File: config.mk
export PLATFORM = sky130hd
export DESIGN_NAME = osc_color_reply_parser
export DESIGN_NICKNAME = d
export VERILOG_FILES = /design/src/rtl/core/osccr_pkg.sv /design/src/rtl/core/osccr_in_reg.sv /design/src/rtl/core/osccr_scale.sv /design/src/rtl/core/osccr_parser.sv /design/src/rtl/core/osc_color_reply_parser.sv
export SDC_FILE = /design/constraint.sdc
export NUM_CORES = 1
export LEC_CHECK = 0
export ABC_CLOCK_PERIOD_IN_PS = 8200
export BUFFER_PORTS_ARGS = -buffer_cell sky130_fd_sc_hd__buf_2
export CAP_MARGIN = 0
export CORE_MARGIN = 3
export CORE_UTILIZATION = 52
export DETAILED_ROUTE_END_ITERATION = 6
export MAX_ROUTING_LAYER = met4
export PLACE_DENSITY = 0.78
export SLEW_MARGIN = 20
export SYNTH_ARGS = -nofsm -noshare
export SYNTH_HDL_FRONTEND = slang
export SYNTH_SLANG_ARGS = --single-unit
export TNS_END_PERCENT = 50
File: constraint.sdc
create_clock -name clk -period 8.2 [get_ports clk]
set_clock_uncertainty 0.1 [all_clocks]
set_input_delay 1.64 -clock clk [delete_from_list [all_inputs] [get_ports clk]]
set_output_delay 1.64 -clock clk [all_outputs]
set_load 0.02 [all_outputs]
File: src/rtl/core/osccr_pkg.sv
`timescale 1ns / 1ps
`default_nettype none
// ----------------------------------------------------------------------------
// Color reply parser package
// Beat types, byte codes and default sizes shared by the parser modules.
// ----------------------------------------------------------------------------
package osccr_pkg;

  localparam int DEFAULT_PALETTE_ENTRIES = 16;
  localparam int DEFAULT_MAX_HEX_DIGITS  = 4;

  localparam logic [7:0] CH_ESC      = 8'h1B;
  localparam logic [7:0] CH_RBRACKET = 8'h5D;
  localparam logic [7:0] CH_ONE      = 8'h31;
  localparam logic [7:0] CH_FOUR     = 8'h34;
  localparam logic [7:0] CH_SEMI     = 8'h3B;
  localparam logic [7:0] CH_COLON    = 8'h3A;
  localparam logic [7:0] CH_SLASH    = 8'h2F;
  localparam logic [7:0] CH_LOWER_R  = 8'h72;
  localparam logic [7:0] CH_LOWER_G  = 8'h67;
  localparam logic [7:0] CH_LOWER_B  = 8'h62;

  localparam logic KIND_BACKGROUND = 1'b0;
  localparam logic KIND_PALETTE    = 1'b1;

  typedef struct packed {
    logic [7:0] data_byte;
    logic       buffer_start;
    logic       buffer_end;
  } in_beat_t;

  typedef struct packed {
    logic       report_kind;
    logic [3:0] palette_index;
    logic [7:0] red;
    logic [7:0] green;
    logic [7:0] blue;
  } out_beat_t;

endpackage
`default_nettype wire

File: src/rtl/core/osccr_in_reg.sv
`timescale 1ns / 1ps
`default_nettype none
// ----------------------------------------------------------------------------
// Input register
// Holds one accepted byte beat until the parser stage consumes it.
// ----------------------------------------------------------------------------
module osccr_in_reg (
  input  wire                  clk,
  input  wire                  rst_n,
  input  wire                  in_valid,
  output logic                 in_ready,
  input  osccr_pkg::in_beat_t  in_beat,
  output logic                 stage_vld,
  output osccr_pkg::in_beat_t  stage_beat,
  input  wire                  stage_take
);

  logic                vld_r;
  logic                vld_nxt;
  osccr_pkg::in_beat_t beat_r;

  assign in_ready   = !vld_r || stage_take;
  assign stage_vld  = vld_r;
  assign stage_beat = beat_r;

  always_comb begin
    vld_nxt = vld_r;
    if (in_valid && in_ready) begin
      vld_nxt = 1'b1;
    end else if (stage_take) begin
      vld_nxt = 1'b0;
    end
  end

  always_ff @(posedge clk) begin
    if (!rst_n) begin
      vld_r <= 1'b0;
    end else begin
      vld_r <= vld_nxt;
    end
  end

  always_ff @(posedge clk) begin
    if (in_valid && in_ready) begin
      beat_r <= in_beat;
    end
  end

endmodule
`default_nettype wire

File: src/rtl/core/osccr_scale.sv
`timescale 1ns / 1ps
`default_nettype none
// ----------------------------------------------------------------------------
// Component scaler
// Rounds a 1..4 digit hex value to eight bits: round(v*255/(16^digits-1)).
// ----------------------------------------------------------------------------
module osccr_scale (
  input  wire  [15:0] acc,
  input  wire  [2:0]  digits,
  output logic [7:0]  value
);

  logic [19:0] x3;
  logic [7:0]  q3_base;
  logic [12:0] r3;
  logic [7:0]  q3;
  logic [23:0] x4;
  logic [7:0]  q4_base;
  logic [16:0] r4;
  logic [7:0]  q4;

  // fold the span 2^n-1 as q = x>>n, remainder = low bits + q, one correction
  always_comb begin
    x3      = ({acc[11:0], 8'h00} - {8'h00, acc[11:0]}) + 20'd2047;
    q3_base = x3[19:12];
    r3      = {1'b0, x3[11:0]} + {5'h00, q3_base};
    q3      = q3_base + ((r3 >= 13'd4095) ? 8'd1 : 8'd0);

    x4      = ({acc, 8'h00} - {8'h00, acc}) + 24'd32767;
    q4_base = x4[23:16];
    r4      = {1'b0, x4[15:0]} + {9'h000, q4_base};
    q4      = q4_base + ((r4 >= 17'd65535) ? 8'd1 : 8'd0);
  end

  always_comb begin
    unique case (digits)
      3'd0, 3'd1: value = {acc[3:0], acc[3:0]};
      3'd2:       value = acc[7:0];
      3'd3:       value = q3;
      default:    value = q4;
    endcase
  end

endmodule
`default_nettype wire

File: src/rtl/core/osccr_parser.sv
`timescale 1ns / 1ps
`default_nettype none
// ----------------------------------------------------------------------------
// Reply parser stage
// Matches background and palette color reports byte by byte and registers
// each finished report for the result channel.
// ----------------------------------------------------------------------------
module osccr_parser #(
  parameter int PALETTE_ENTRIES = osccr_pkg::DEFAULT_PALETTE_ENTRIES,
  parameter int MAX_HEX_DIGITS  = osccr_pkg::DEFAULT_MAX_HEX_DIGITS
) (
  input  wire                   clk,
  input  wire                   rst_n,
  input  wire                   stage_vld,
  input  osccr_pkg::in_beat_t   stage_beat,
  output logic                  stage_take,
  output logic                  out_valid,
  input  wire                   out_ready,
  output osccr_pkg::out_beat_t  out_beat
);

  localparam int IDX_BITS = $clog2(PALETTE_ENTRIES + 1);
  localparam int IDX_W    = (IDX_BITS > 5) ? IDX_BITS : 5;
  localparam int MUL_W    = IDX_W + 4;
  localparam logic [IDX_W-1:0] IDX_SAT = IDX_W'(PALETTE_ENTRIES);
  localparam logic [MUL_W-1:0] MUL_SAT = MUL_W'(PALETTE_ENTRIES);
  localparam logic [2:0]       DIG_MAX = 3'(MAX_HEX_DIGITS);

  typedef enum logic [4:0] {
    PH_IDLE, PH_ESC, PH_BR, PH_ONE, PH_ONEONE,
    PH_BG_R, PH_BG_G, PH_BG_B, PH_BG_COLON,
    PH_FOUR, PH_IDX0, PH_IDX1,
    PH_PAL_R, PH_PAL_G, PH_PAL_B, PH_PAL_COLON,
    PH_BG_DIG, PH_BG_SL, PH_PAL_DIG, PH_PAL_SL
  } phase_t;

  phase_t               phase_r, phase_nxt, phase_v, phase_restart;
  logic                 bgt_r, bgt_nxt;
  logic [IDX_W-1:0]     idx_r, idx_nxt;
  logic [1:0]           comp_r, comp_nxt;
  logic [2:0]           dcnt_r, dcnt_nxt;
  logic [15:0]          acc_r, acc_nxt;
  logic [7:0]           red_r, red_nxt;
  logic [7:0]           green_r, green_nxt;
  logic                 out_vld_r, out_vld_nxt;
  osccr_pkg::out_beat_t out_beat_r, out_beat_nxt;

  logic                 adv;
  logic                 emit;
  logic [7:0]           c;
  logic                 is_dec;
  logic                 is_hex;
  logic [3:0]           hval;
  logic [15:0]          acc_shift;
  logic [2:0]           dcnt_inc;
  logic [15:0]          sc_acc;
  logic [2:0]           sc_cnt;
  logic [7:0]           sc_val;
  logic [MUL_W-1:0]     idx_mul;
  logic [IDX_W-1:0]     idx_first;
  logic [IDX_W-1:0]     idx_more;

  assign adv        = stage_vld && (!out_vld_r || out_ready);
  assign stage_take = adv;
  assign out_valid  = out_vld_r;
  assign out_beat   = out_beat_r;

  assign c         = stage_beat.data_byte;
  assign is_dec    = (c >= 8'h30) && (c <= 8'h39);
  assign acc_shift = {acc_r[11:0], hval};
  assign dcnt_inc  = dcnt_r + 3'd1;
  assign sc_acc    = is_hex ? acc_shift : acc_r;
  assign sc_cnt    = is_hex ? dcnt_inc : dcnt_r;
  assign phase_v   = stage_beat.buffer_start ? PH_IDLE : phase_r;
  assign phase_restart = (c == osccr_pkg::CH_ESC) ? PH_ESC : PH_IDLE;

  always_comb begin
    is_hex = 1'b1;
    hval   = c[3:0];
    if (is_dec) begin
      hval = c[3:0];
    end else if (((c >= 8'h61) && (c <= 8'h66)) || ((c >= 8'h41) && (c <= 8'h46))) begin
      hval = c[3:0] + 4'd9;
    end else begin
      is_hex = 1'b0;
    end
  end

  always_comb begin
    idx_mul   = {{(MUL_W-IDX_W){1'b0}}, idx_r} * MUL_W'(10) + {{(MUL_W-4){1'b0}}, c[3:0]};
    idx_more  = (idx_mul > MUL_SAT) ? IDX_SAT : idx_mul[IDX_W-1:0];
    idx_first = ({{(MUL_W-4){1'b0}}, c[3:0]} > MUL_SAT) ? IDX_SAT
                                                       : {{(IDX_W-4){1'b0}}, c[3:0]};
  end

  osccr_scale u_scale (
    .acc    (sc_acc),
    .digits (sc_cnt),
    .value  (sc_val)
  );

  always_comb begin
    phase_nxt = phase_v;
    bgt_nxt   = stage_beat.buffer_start ? 1'b0 : bgt_r;
    idx_nxt   = idx_r;
    comp_nxt  = comp_r;
    dcnt_nxt  = dcnt_r;
    acc_nxt   = acc_r;
    red_nxt   = red_r;
    green_nxt = green_r;
    emit      = 1'b0;

    unique case (phase_v)
      PH_ESC:    phase_nxt = (c == osccr_pkg::CH_RBRACKET) ? PH_BR : phase_restart;
      PH_BR: begin
        priority if ((c == osccr_pkg::CH_ONE) && !bgt_nxt) begin
          phase_nxt = PH_ONE;
        end else if (c == osccr_pkg::CH_FOUR) begin
          phase_nxt = PH_FOUR;
        end else begin
          phase_nxt = phase_restart;
        end
      end
      PH_ONE:    phase_nxt = (c == osccr_pkg::CH_ONE) ? PH_ONEONE : phase_restart;
      PH_ONEONE: phase_nxt = (c == osccr_pkg::CH_SEMI) ? PH_BG_R : phase_restart;
      PH_BG_R:   phase_nxt = (c == osccr_pkg::CH_LOWER_R) ? PH_BG_G : phase_restart;
      PH_BG_G:   phase_nxt = (c == osccr_pkg::CH_LOWER_G) ? PH_BG_B : phase_restart;
      PH_BG_B:   phase_nxt = (c == osccr_pkg::CH_LOWER_B) ? PH_BG_COLON : phase_restart;
      PH_BG_COLON: begin
        if (c == osccr_pkg::CH_COLON) begin
          bgt_nxt   = 1'b1;
          phase_nxt = PH_BG_DIG;
          comp_nxt  = 2'd0;
          dcnt_nxt  = 3'd0;
          acc_nxt   = 16'h0000;
        end else begin
          phase_nxt = phase_restart;
        end
      end
      PH_FOUR: begin
        if (c == osccr_pkg::CH_SEMI) begin
          idx_nxt   = '0;
          phase_nxt = PH_IDX0;
        end else begin
          phase_nxt = phase_restart;
        end
      end
      PH_IDX0: begin
        if (is_dec) begin
          idx_nxt   = idx_first;
          phase_nxt = PH_IDX1;
        end else begin
          phase_nxt = phase_restart;
        end
      end
      PH_IDX1: begin
        priority if (is_dec) begin
          idx_nxt = idx_more;
        end else if ((c == osccr_pkg::CH_SEMI) && (idx_r < IDX_SAT)) begin
          phase_nxt = PH_PAL_R;
        end else begin
          phase_nxt = phase_restart;
        end
      end
      PH_PAL_R:  phase_nxt = (c == osccr_pkg::CH_LOWER_R) ? PH_PAL_G : phase_restart;
      PH_PAL_G:  phase_nxt = (c == osccr_pkg::CH_LOWER_G) ? PH_PAL_B : phase_restart;
      PH_PAL_B:  phase_nxt = (c == osccr_pkg::CH_LOWER_B) ? PH_PAL_COLON : phase_restart;
      PH_PAL_COLON: begin
        if (c == osccr_pkg::CH_COLON) begin
          phase_nxt = PH_PAL_DIG;
          comp_nxt  = 2'd0;
          dcnt_nxt  = 3'd0;
          acc_nxt   = 16'h0000;
        end else begin
          phase_nxt = phase_restart;
        end
      end
      PH_BG_DIG, PH_PAL_DIG: begin
        if (is_hex) begin
          acc_nxt  = acc_shift;
          dcnt_nxt = dcnt_inc;
          if (dcnt_inc >= DIG_MAX) begin
            if (comp_r >= 2'd2) begin
              emit      = 1'b1;
              phase_nxt = PH_IDLE;
            end else begin
              if (comp_r == 2'd0) begin
                red_nxt = sc_val;
              end else begin
                green_nxt = sc_val;
              end
              comp_nxt  = comp_r + 2'd1;
              dcnt_nxt  = 3'd0;
              acc_nxt   = 16'h0000;
              phase_nxt = (phase_v == PH_PAL_DIG) ? PH_PAL_SL : PH_BG_SL;
            end
          end
        end else begin
          priority if (dcnt_r == 3'd0) begin
            phase_nxt = phase_restart;
          end else if (comp_r >= 2'd2) begin
            emit      = 1'b1;
            phase_nxt = phase_restart;
          end else if (c == osccr_pkg::CH_SLASH) begin
            if (comp_r == 2'd0) begin
              red_nxt = sc_val;
            end else begin
              green_nxt = sc_val;
            end
            comp_nxt = comp_r + 2'd1;
            dcnt_nxt = 3'd0;
            acc_nxt  = 16'h0000;
          end else begin
            phase_nxt = phase_restart;
          end
        end
      end
      PH_BG_SL:  phase_nxt = (c == osccr_pkg::CH_SLASH) ? PH_BG_DIG : phase_restart;
      PH_PAL_SL: phase_nxt = (c == osccr_pkg::CH_SLASH) ? PH_PAL_DIG : phase_restart;
      default:   phase_nxt = phase_restart;
    endcase

    if (stage_beat.buffer_end) begin
      if (!emit && ((phase_nxt == PH_BG_DIG) || (phase_nxt == PH_PAL_DIG)) &&
          (dcnt_nxt != 3'd0) && (comp_nxt >= 2'd2)) begin
        emit = 1'b1;
      end
      phase_nxt = PH_IDLE;
    end
  end

  always_comb begin
    out_beat_nxt.report_kind   = (phase_v == PH_PAL_DIG) ? osccr_pkg::KIND_PALETTE
                                                         : osccr_pkg::KIND_BACKGROUND;
    out_beat_nxt.palette_index = (phase_v == PH_PAL_DIG) ? idx_r[3:0] : 4'h0;
    out_beat_nxt.red           = red_r;
    out_beat_nxt.green         = green_r;
    out_beat_nxt.blue          = sc_val;

    out_vld_nxt = out_vld_r;
    if (adv) begin
      out_vld_nxt = emit;
    end else if (out_ready) begin
      out_vld_nxt = 1'b0;
    end
  end

  always_ff @(posedge clk) begin
    if (!rst_n) begin
      phase_r   <= PH_IDLE;
      bgt_r     <= 1'b0;
      idx_r     <= '0;
      comp_r    <= 2'd0;
      dcnt_r    <= 3'd0;
      acc_r     <= 16'h0000;
      red_r     <= 8'h00;
      green_r   <= 8'h00;
      out_vld_r <= 1'b0;
    end else begin
      out_vld_r <= out_vld_nxt;
      if (adv) begin
        phase_r <= phase_nxt;
        bgt_r   <= bgt_nxt;
        idx_r   <= idx_nxt;
        comp_r  <= comp_nxt;
        dcnt_r  <= dcnt_nxt;
        acc_r   <= acc_nxt;
        red_r   <= red_nxt;
        green_r <= green_nxt;
      end
    end
  end

  always_ff @(posedge clk) begin
    if (adv && emit) begin
      out_beat_r <= out_beat_nxt;
    end
  end

  a_comp_range: assert property (@(posedge clk) disable iff (!rst_n)
    comp_r != 2'd3)
    else $error("component number out of range");

  a_dcnt_range: assert property (@(posedge clk) disable iff (!rst_n)
    dcnt_r <= DIG_MAX)
    else $error("digit count above limit");

  a_idx_range: assert property (@(posedge clk) disable iff (!rst_n)
    idx_r <= IDX_SAT)
    else $error("palette index above saturation");

  a_emit_phase: assert property (@(posedge clk) disable iff (!rst_n)
    (adv && emit) |-> ((phase_v == PH_BG_DIG) || (phase_v == PH_PAL_DIG)))
    else $error("report emitted outside a component phase");

  a_out_load: assert property (@(posedge clk) disable iff (!rst_n)
    $rose(out_vld_r) |-> $past(adv && emit))
    else $error("result register loaded without a consumed beat");

endmodule
`default_nettype wire

File: src/rtl/core/osc_color_reply_parser.sv
`timescale 1ns / 1ps
`default_nettype none
// ----------------------------------------------------------------------------
// Color reply parser
// A report passes the input register and then the result register to out_valid.
// Throughput: one byte per cycle while out_ready does not stall; the input register
// and the parser's result register are the only stages on the path.
// Reset: synchronous, active low; clears the match, the background-tried flag
// and both handshake stages.
// ----------------------------------------------------------------------------
module osc_color_reply_parser #(
  parameter int PALETTE_ENTRIES = osccr_pkg::DEFAULT_PALETTE_ENTRIES,
  parameter int MAX_HEX_DIGITS  = osccr_pkg::DEFAULT_MAX_HEX_DIGITS
) (
  input  wire                   clk,
  input  wire                   rst_n,
  input  wire                   in_valid,
  output logic                  in_ready,
  input  osccr_pkg::in_beat_t   in_beat,
  output logic                  out_valid,
  input  wire                   out_ready,
  output osccr_pkg::out_beat_t  out_beat
);

  logic                stage_vld;
  logic                stage_take;
  osccr_pkg::in_beat_t stage_beat;

  osccr_in_reg u_in_reg (
    .clk        (clk),
    .rst_n      (rst_n),
    .in_valid   (in_valid),
    .in_ready   (in_ready),
    .in_beat    (in_beat),
    .stage_vld  (stage_vld),
    .stage_beat (stage_beat),
    .stage_take (stage_take)
  );

  osccr_parser #(
    .PALETTE_ENTRIES (PALETTE_ENTRIES),
    .MAX_HEX_DIGITS  (MAX_HEX_DIGITS)
  ) u_parser (
    .clk        (clk),
    .rst_n      (rst_n),
    .stage_vld  (stage_vld),
    .stage_beat (stage_beat),
    .stage_take (stage_take),
    .out_valid  (out_valid),
    .out_ready  (out_ready),
    .out_beat   (out_beat)
  );

endmodule
`default_nettype wire

==> metrics.csv, run 1 <==
metric,value,unit
initial core utilization,54.2,%
min cycle time layout,7.66,ns
final instance area,8500,um2
Rows,43,
fin crit share,93.5,%
status,completed,
Avg WL per Cell,17.3,um
Post-synth top cells,"nor2_1 (93), nand2_1 (81), a21oi_1 (72)",
initial antenna violation count,0,
Syn. warnings,0,
DR iter-0 viols,688,
Hold Path Class,reg -> reg,
TNS Setup,0,ns
GRT Residual Overflow,0,
post-synthesis sequential area ratio,28.2,%
Worst-Skew Late Latency,0.35,ns
Slew headroom,39.6,%
Setup crit end kind,flop,
post-synth net total,1034,
critical path's slowest cell,xnor2_1,
gp weighted congestion,0.973,
RSZ-0062 raised after global routing,no,
drt first pass iters,7,
"area leader, netlist",edfxtp_1,
share of flip-flops with an asynchronous set or reset,0,%
vias in the first global route,6786,
Die W,128,um
diodes inserted,0,
final net count,1075,
Synth top area share,15.2,%
gr usage total,25.6,%
CTS tree,done,
Mapped Area,7700,um2
crit start category,flop,
Highest Clock Rate,130,MHz
"Slew Viols, Final",0,
most numerous cell in the Yosys netlist,nor2_1,
layout cell share with drive strength beyond 1,11.7,%
adder-cell area share of the yosys netlist,12.3,%
Finished Core Util,59.8,%
max-cap violation count,0,
crit path max fanout,20,
Worst Max-Slew Pin Slew,0.901,ns
Clock Pin Slew Worst Setup and Hold Paths,0.06,ns
core area,14200,um2
dominant synthesized flop cell,dfxtp_1,
Worst VDD drop,0.0905,mV
Most common cell on crit path,ha_1,
Port Buffers,44,
Cell variety after synth,73,
CTS H-tree lvls,3,
Ports,45,
total number of vias,7231,
hold_buf cts,0,
Post-synth EDFFs,39,
Avg Inst Size Synth,8.12,um2
final wirelength,20300,um
clock root cell,clkbuf_16,
die area,16300,um2
Clock Path Buffers,2,
Critical Path RT,8.36,ns
DP Area,8150,um2
Seq cells post-synth,89,
reg2reg setup slack,0.54,ns
Static Leak,3.63,nW
post-route ant nets,0,
average via count per standard cell,6.16,
Post-Synth Simple-Gate Area,24.4,%
TritonCTS Sinks,89,
setup violators final,0,
Gate Count Post-Synth,948,
kind of critical path,reg -> reg,
Synth Area in XOR/XNOR,5.46,%
first-pass GRT wire length,33300,um
Chip Height,128,um
Area Overhead vs Synth,10.3,%
DP HPWL,15700,um
Final Hold Fails,0,
post-synthesis mux area share,2.52,%
crit-path max cell delay,0.48,ns
largest family of logic cells by synthesized area,simple AND/OR/NAND/NOR gates,
cell area power density,124,nW/um2
CTS Buf Count,9,
Synth Area in Compound Gates,22.4,%
"top cells by area, synth","edfxtp_1 (15%), dfxtp_1 (13%), ha_1 (11%)",
largest net degree at the start of global routing,43,
number of remaining DRC errors,0,
"Data arrival, critical path",7.82,ns
-- kinds of logic (layout without fill, tap and decap cells) --
family	after synthesis	after routing
DFF	89	89
and+or+nand+nor	377	377
AOI/OAI and AO/OA	253	253
buffers and inverters	88	134
muxes	19	19
xor gates and xnor gates	48	48
adders and majority gates	74	74
-- where the power goes --
group	switching (mW)	internal, mW	leakage (nW)	total, mW
registers	0.0104	0.467	0.819	0.477
clock network	0.176	0.236	0.141	0.412
logic	0.100	0.0651	2.67	0.165
total	0.286	0.768	3.63	1.05
-- layer usage --
metal  track usage [%]  wire length (um)
met4              8.36               409
met1              35.3              9700
met3              3.71              1250
met2              39.1              8960
met5                 -                 0
-- path summary, 6_finish.rpt --
kind / start / end / cells after the start
max: u_in_reg.stage_beat[2] / u_parser.red_r[7] / 32
min: u_parser.green_r[0] / u_parser.out_beat[8] / 0
max reg2reg: u_in_reg.stage_beat[2] / u_parser.red_r[7] / 32
min reg2reg: u_parser.green_r[0] / u_parser.out_beat[8] / 0
-- sequential cells by signal (all words and copies together) (netlist names), 2 cells and up --
signal / count
u_parser.dcnt_r: 3
u_parser.idx_r: 5
u_parser.phase_r: 5
u_parser.comp_r: 2
u_parser.acc_r: 16
u_parser.out_beat: 29
u_parser.red_r: 8
u_in_reg.stage_beat: 10
u_parser.green_r: 8
-- cells in the final DEF (no fill, tap or decap), types with 7 or more instances in the layout --
cell type and n:
a31oi_1 10, inv_1 47, xor2_1 19, a22oi_1 7, and2_1 14, xnor2_1 29
clkbuf_16 9, and3_1 7, a211oi_1 17, a21o_1 22, buf_2 44, nand2b_1 12
edfxtp_1 39, mux2i_1 16, or2_2 8, or3_1 12, nand4_1 13, nand2_1 81
dfxtp_1 50, nor2_1 93, nor4_1 10, o21bai_1 11, o41ai_1 7, ha_1 68
o31ai_1 7, o211ai_1 11, nor3_1 40, buf_4 27, a21oi_1 69, nand3_1 46
o21ai_0 39, nor2b_1 15
-- critical path, delay by kind of cell (launching register included) --
family                   cells  cell delay [ns]
flip-flops                   1             0.41
AND/OR/NAND/NOR              9             1.90
AO/OA/AOI/OAI               11             2.14
buffers and inverters        4             0.62
multiplexers                 1             0.38
XOR/XNOR                     2             0.67
adder cells (fa/ha/maj)      5             1.34
-- area by class of cell --
cell class                 count  area [um2]
clock buffer                   9         225
inverter                      47         176
tap                          180         225
multi-input combinational    771        5200
sequential                    89        2170
clock inverter                 7        70.1
timing repair buffer          71         423
fill                        1308        5710
-- what timing repair did --
item	in CTS	in global routing
setup buffers	0	4
setup endpoints to repair	0	13
gates resized for setup	0	5
-- metrics by stage --
stage | power, mW | setup slack (ns) | hold WS, ns | cells
2_1_floorplan | 0.605 | 0.562 | 0.303 | 948
3_3_place_gp | 0.643 | 0.602 | 0.315 | 1154
3_5_place_dp | 0.645 | 0.366 | 0.322 | 1154
4_1_cts | 1.05 | 0.355 | 0.337 | 1170
5_1_grt | 1.10 | 0.0265 | 0.350 | 1174
6_report | 1.05 | 0.537 | 0.336 | 1174
No activity file was read; power rests on OpenSTA's default activity.
==> run 2: changes to the inputs <==
CORE_ASPECT_RATIO = 1.5   (was default)
==> metrics.csv, run 2 (synthesis gave the netlist of run 1 again) <==
metric,value,unit
"Data arrival, critical path",7.91,ns
post-place setup slack,0.289,ns
register area,2170,um2
DP HPWL,16200,um
critical path's slowest cell,edfxtp_1,
Inst Count DP,1165,
Slew headroom,38.5,%
Final Hold Fails,0,
Clock Pin Slew Worst Setup and Hold Paths,0.07,ns
max-cap violation count,0,
CP startpoint,u_in_reg.stage_beat[3],
Die W,105,um
CTS tree,done,
DR iter-0 viols,505,
clock root cell,clkbuf_16,
Chip Height,155,um
kind of critical path,reg -> reg,
Worst-Skew Late Latency,0.35,ns
CTS Buf Count,9,
max reg flops,29,
first-pass GRT wire length,34400,um
"CP delay by family, top",compound AO/OA/AOI/OAI gates,
Clock Path Buffers,2,
worst hold start,u_parser.green_r[3],
Highest Clock Rate,129,MHz
Worst VDD drop,0.106,mV
Port Buffers,44,
initial core utilization,54.0,%
average via count per standard cell,6.14,
crit-path max cell delay,0.53,ns
Worst Max-Slew Pin Slew,0.919,ns
die area,16300,um2
Area Overhead vs Synth,10.5,%
Reg2Reg Launch Point,u_in_reg.stage_beat[3],
hold_buf cts,0,
core area,14300,um2
drt first pass iters,5,
cell area power density,125,nW/um2
final total power,1.06,mW
number of remaining DRC errors,0,
highest-count cells in the layout ignoring fill and taps,"nor2_1 (93), nand2_1 (81), a21oi_1 (70), ha_1 (68), dfxtp_1 (50)",
TritonCTS Sinks,89,
crit path max fanout,12,
Static Leak,3.62,nW
Ports,45,
GRT Residual Overflow,0,
final net count,1071,
RSZ-0062 raised after global routing,no,
final wirelength,21000,um
setup violators final,0,
crit start category,flop,
layout cell share with drive strength beyond 1,11.3,%
diodes inserted,0,
Setup crit end kind,flop,
footprint of the multi-input gates,5210,um2
Rows,53,
"Slew Viols, Final",0,
TNS Setup,0,ns
largest net degree at the start of global routing,33,
post-route ant nets,0,
gr usage total,26.4,%
FILL cells,1297,
fin crit share,94.5,%
crit path buf inv count,4,
total number of vias,7255,
initial antenna violation count,0,
worst hold slack,0.334,ns
vias in the first global route,7017,
min cycle time layout,7.75,ns
"commonest non-fill, non-tap cell in the layout",nor2_1,
fin worst setup slack,0.447,ns
Critical Path RT,8.36,ns
post-route insts no fill,1182,
CTS H-tree lvls,3,
gp weighted congestion,0.986,
status,completed,
Hold Path Class,reg -> reg,
Avg WL per Cell,17.8,um
-- run 2: changes by cell type in the layout (fill, tap and decap cells not counted), moves of 2 or more --
| cell | delta |
|---|---|
| buf_4 | -5 |
| a21oi_2 | -2 |
| clkinv_2 | -2 |
| clkinv_8 | +2 |
| clkinvlp_4 | -2 |
| inv_6 | +2 |
-- run 2: through the flow --
stage                     utilization (%)  instance area (um2)
after detailed placement             57.3                 8170
after CTS                            59.5                 8480
final                                59.7                 8510
after global routing                 59.7                 8510
after floorplan                         -                 7700
after global placement               57.3                 8170
-- run 2: timing repair --
action	in CTS	in global routing
setup buffers	0	1
gates resized for setup	0	5
endpoints found under the hold margin	0	0
endpoints found under the setup margin	0	18
-- run 2: power by group --
part | switching [mW] | leakage (nW) | total (mW) | internal (mW)
logic | 0.102 | 2.65 | 0.167 | 0.0650
clock network | 0.202 | 0.150 | 0.420 | 0.218
registers | 0.00981 | 0.819 | 0.476 | 0.466
-- run 2: path summary, 6_finish.rpt --
| path | slack [ns] | to | depth (start not counted) |
|---|---|---|---|
| min | 0.33 | u_parser.out_beat[11] | 0 |
| max | 0.45 | u_parser.red_r[7] | 33 |
| min reg2reg | 0.33 | u_parser.out_beat[11] | 0 |
| max reg2reg | 0.45 | u_parser.red_r[7] | 33 |
-- run 2: cell type report --
| class | count | share of cell area [%] |
|---|---|---|
| clock inverter | 7 | 0.955 |
| timing repair buffer | 67 | 4.76 |
| tap | 192 | 2.82 |
| clock buffer | 9 | 2.65 |
| sequential | 89 | 25.5 |
| multi-input combinational | 771 | 61.2 |
| inverter | 47 | 2.07 |
-- run 2: per-layer routing --
layer / up-vias / wire, um / global-route usage [%]
met3: 56 / 746 / 2.66
met4: 0 / 804 / 12.2
met2: 220 / 11200 / 47.4
met5: - / 0 / -
li1: 3573 / - / -
met1: 3406 / 8280 / 29.2
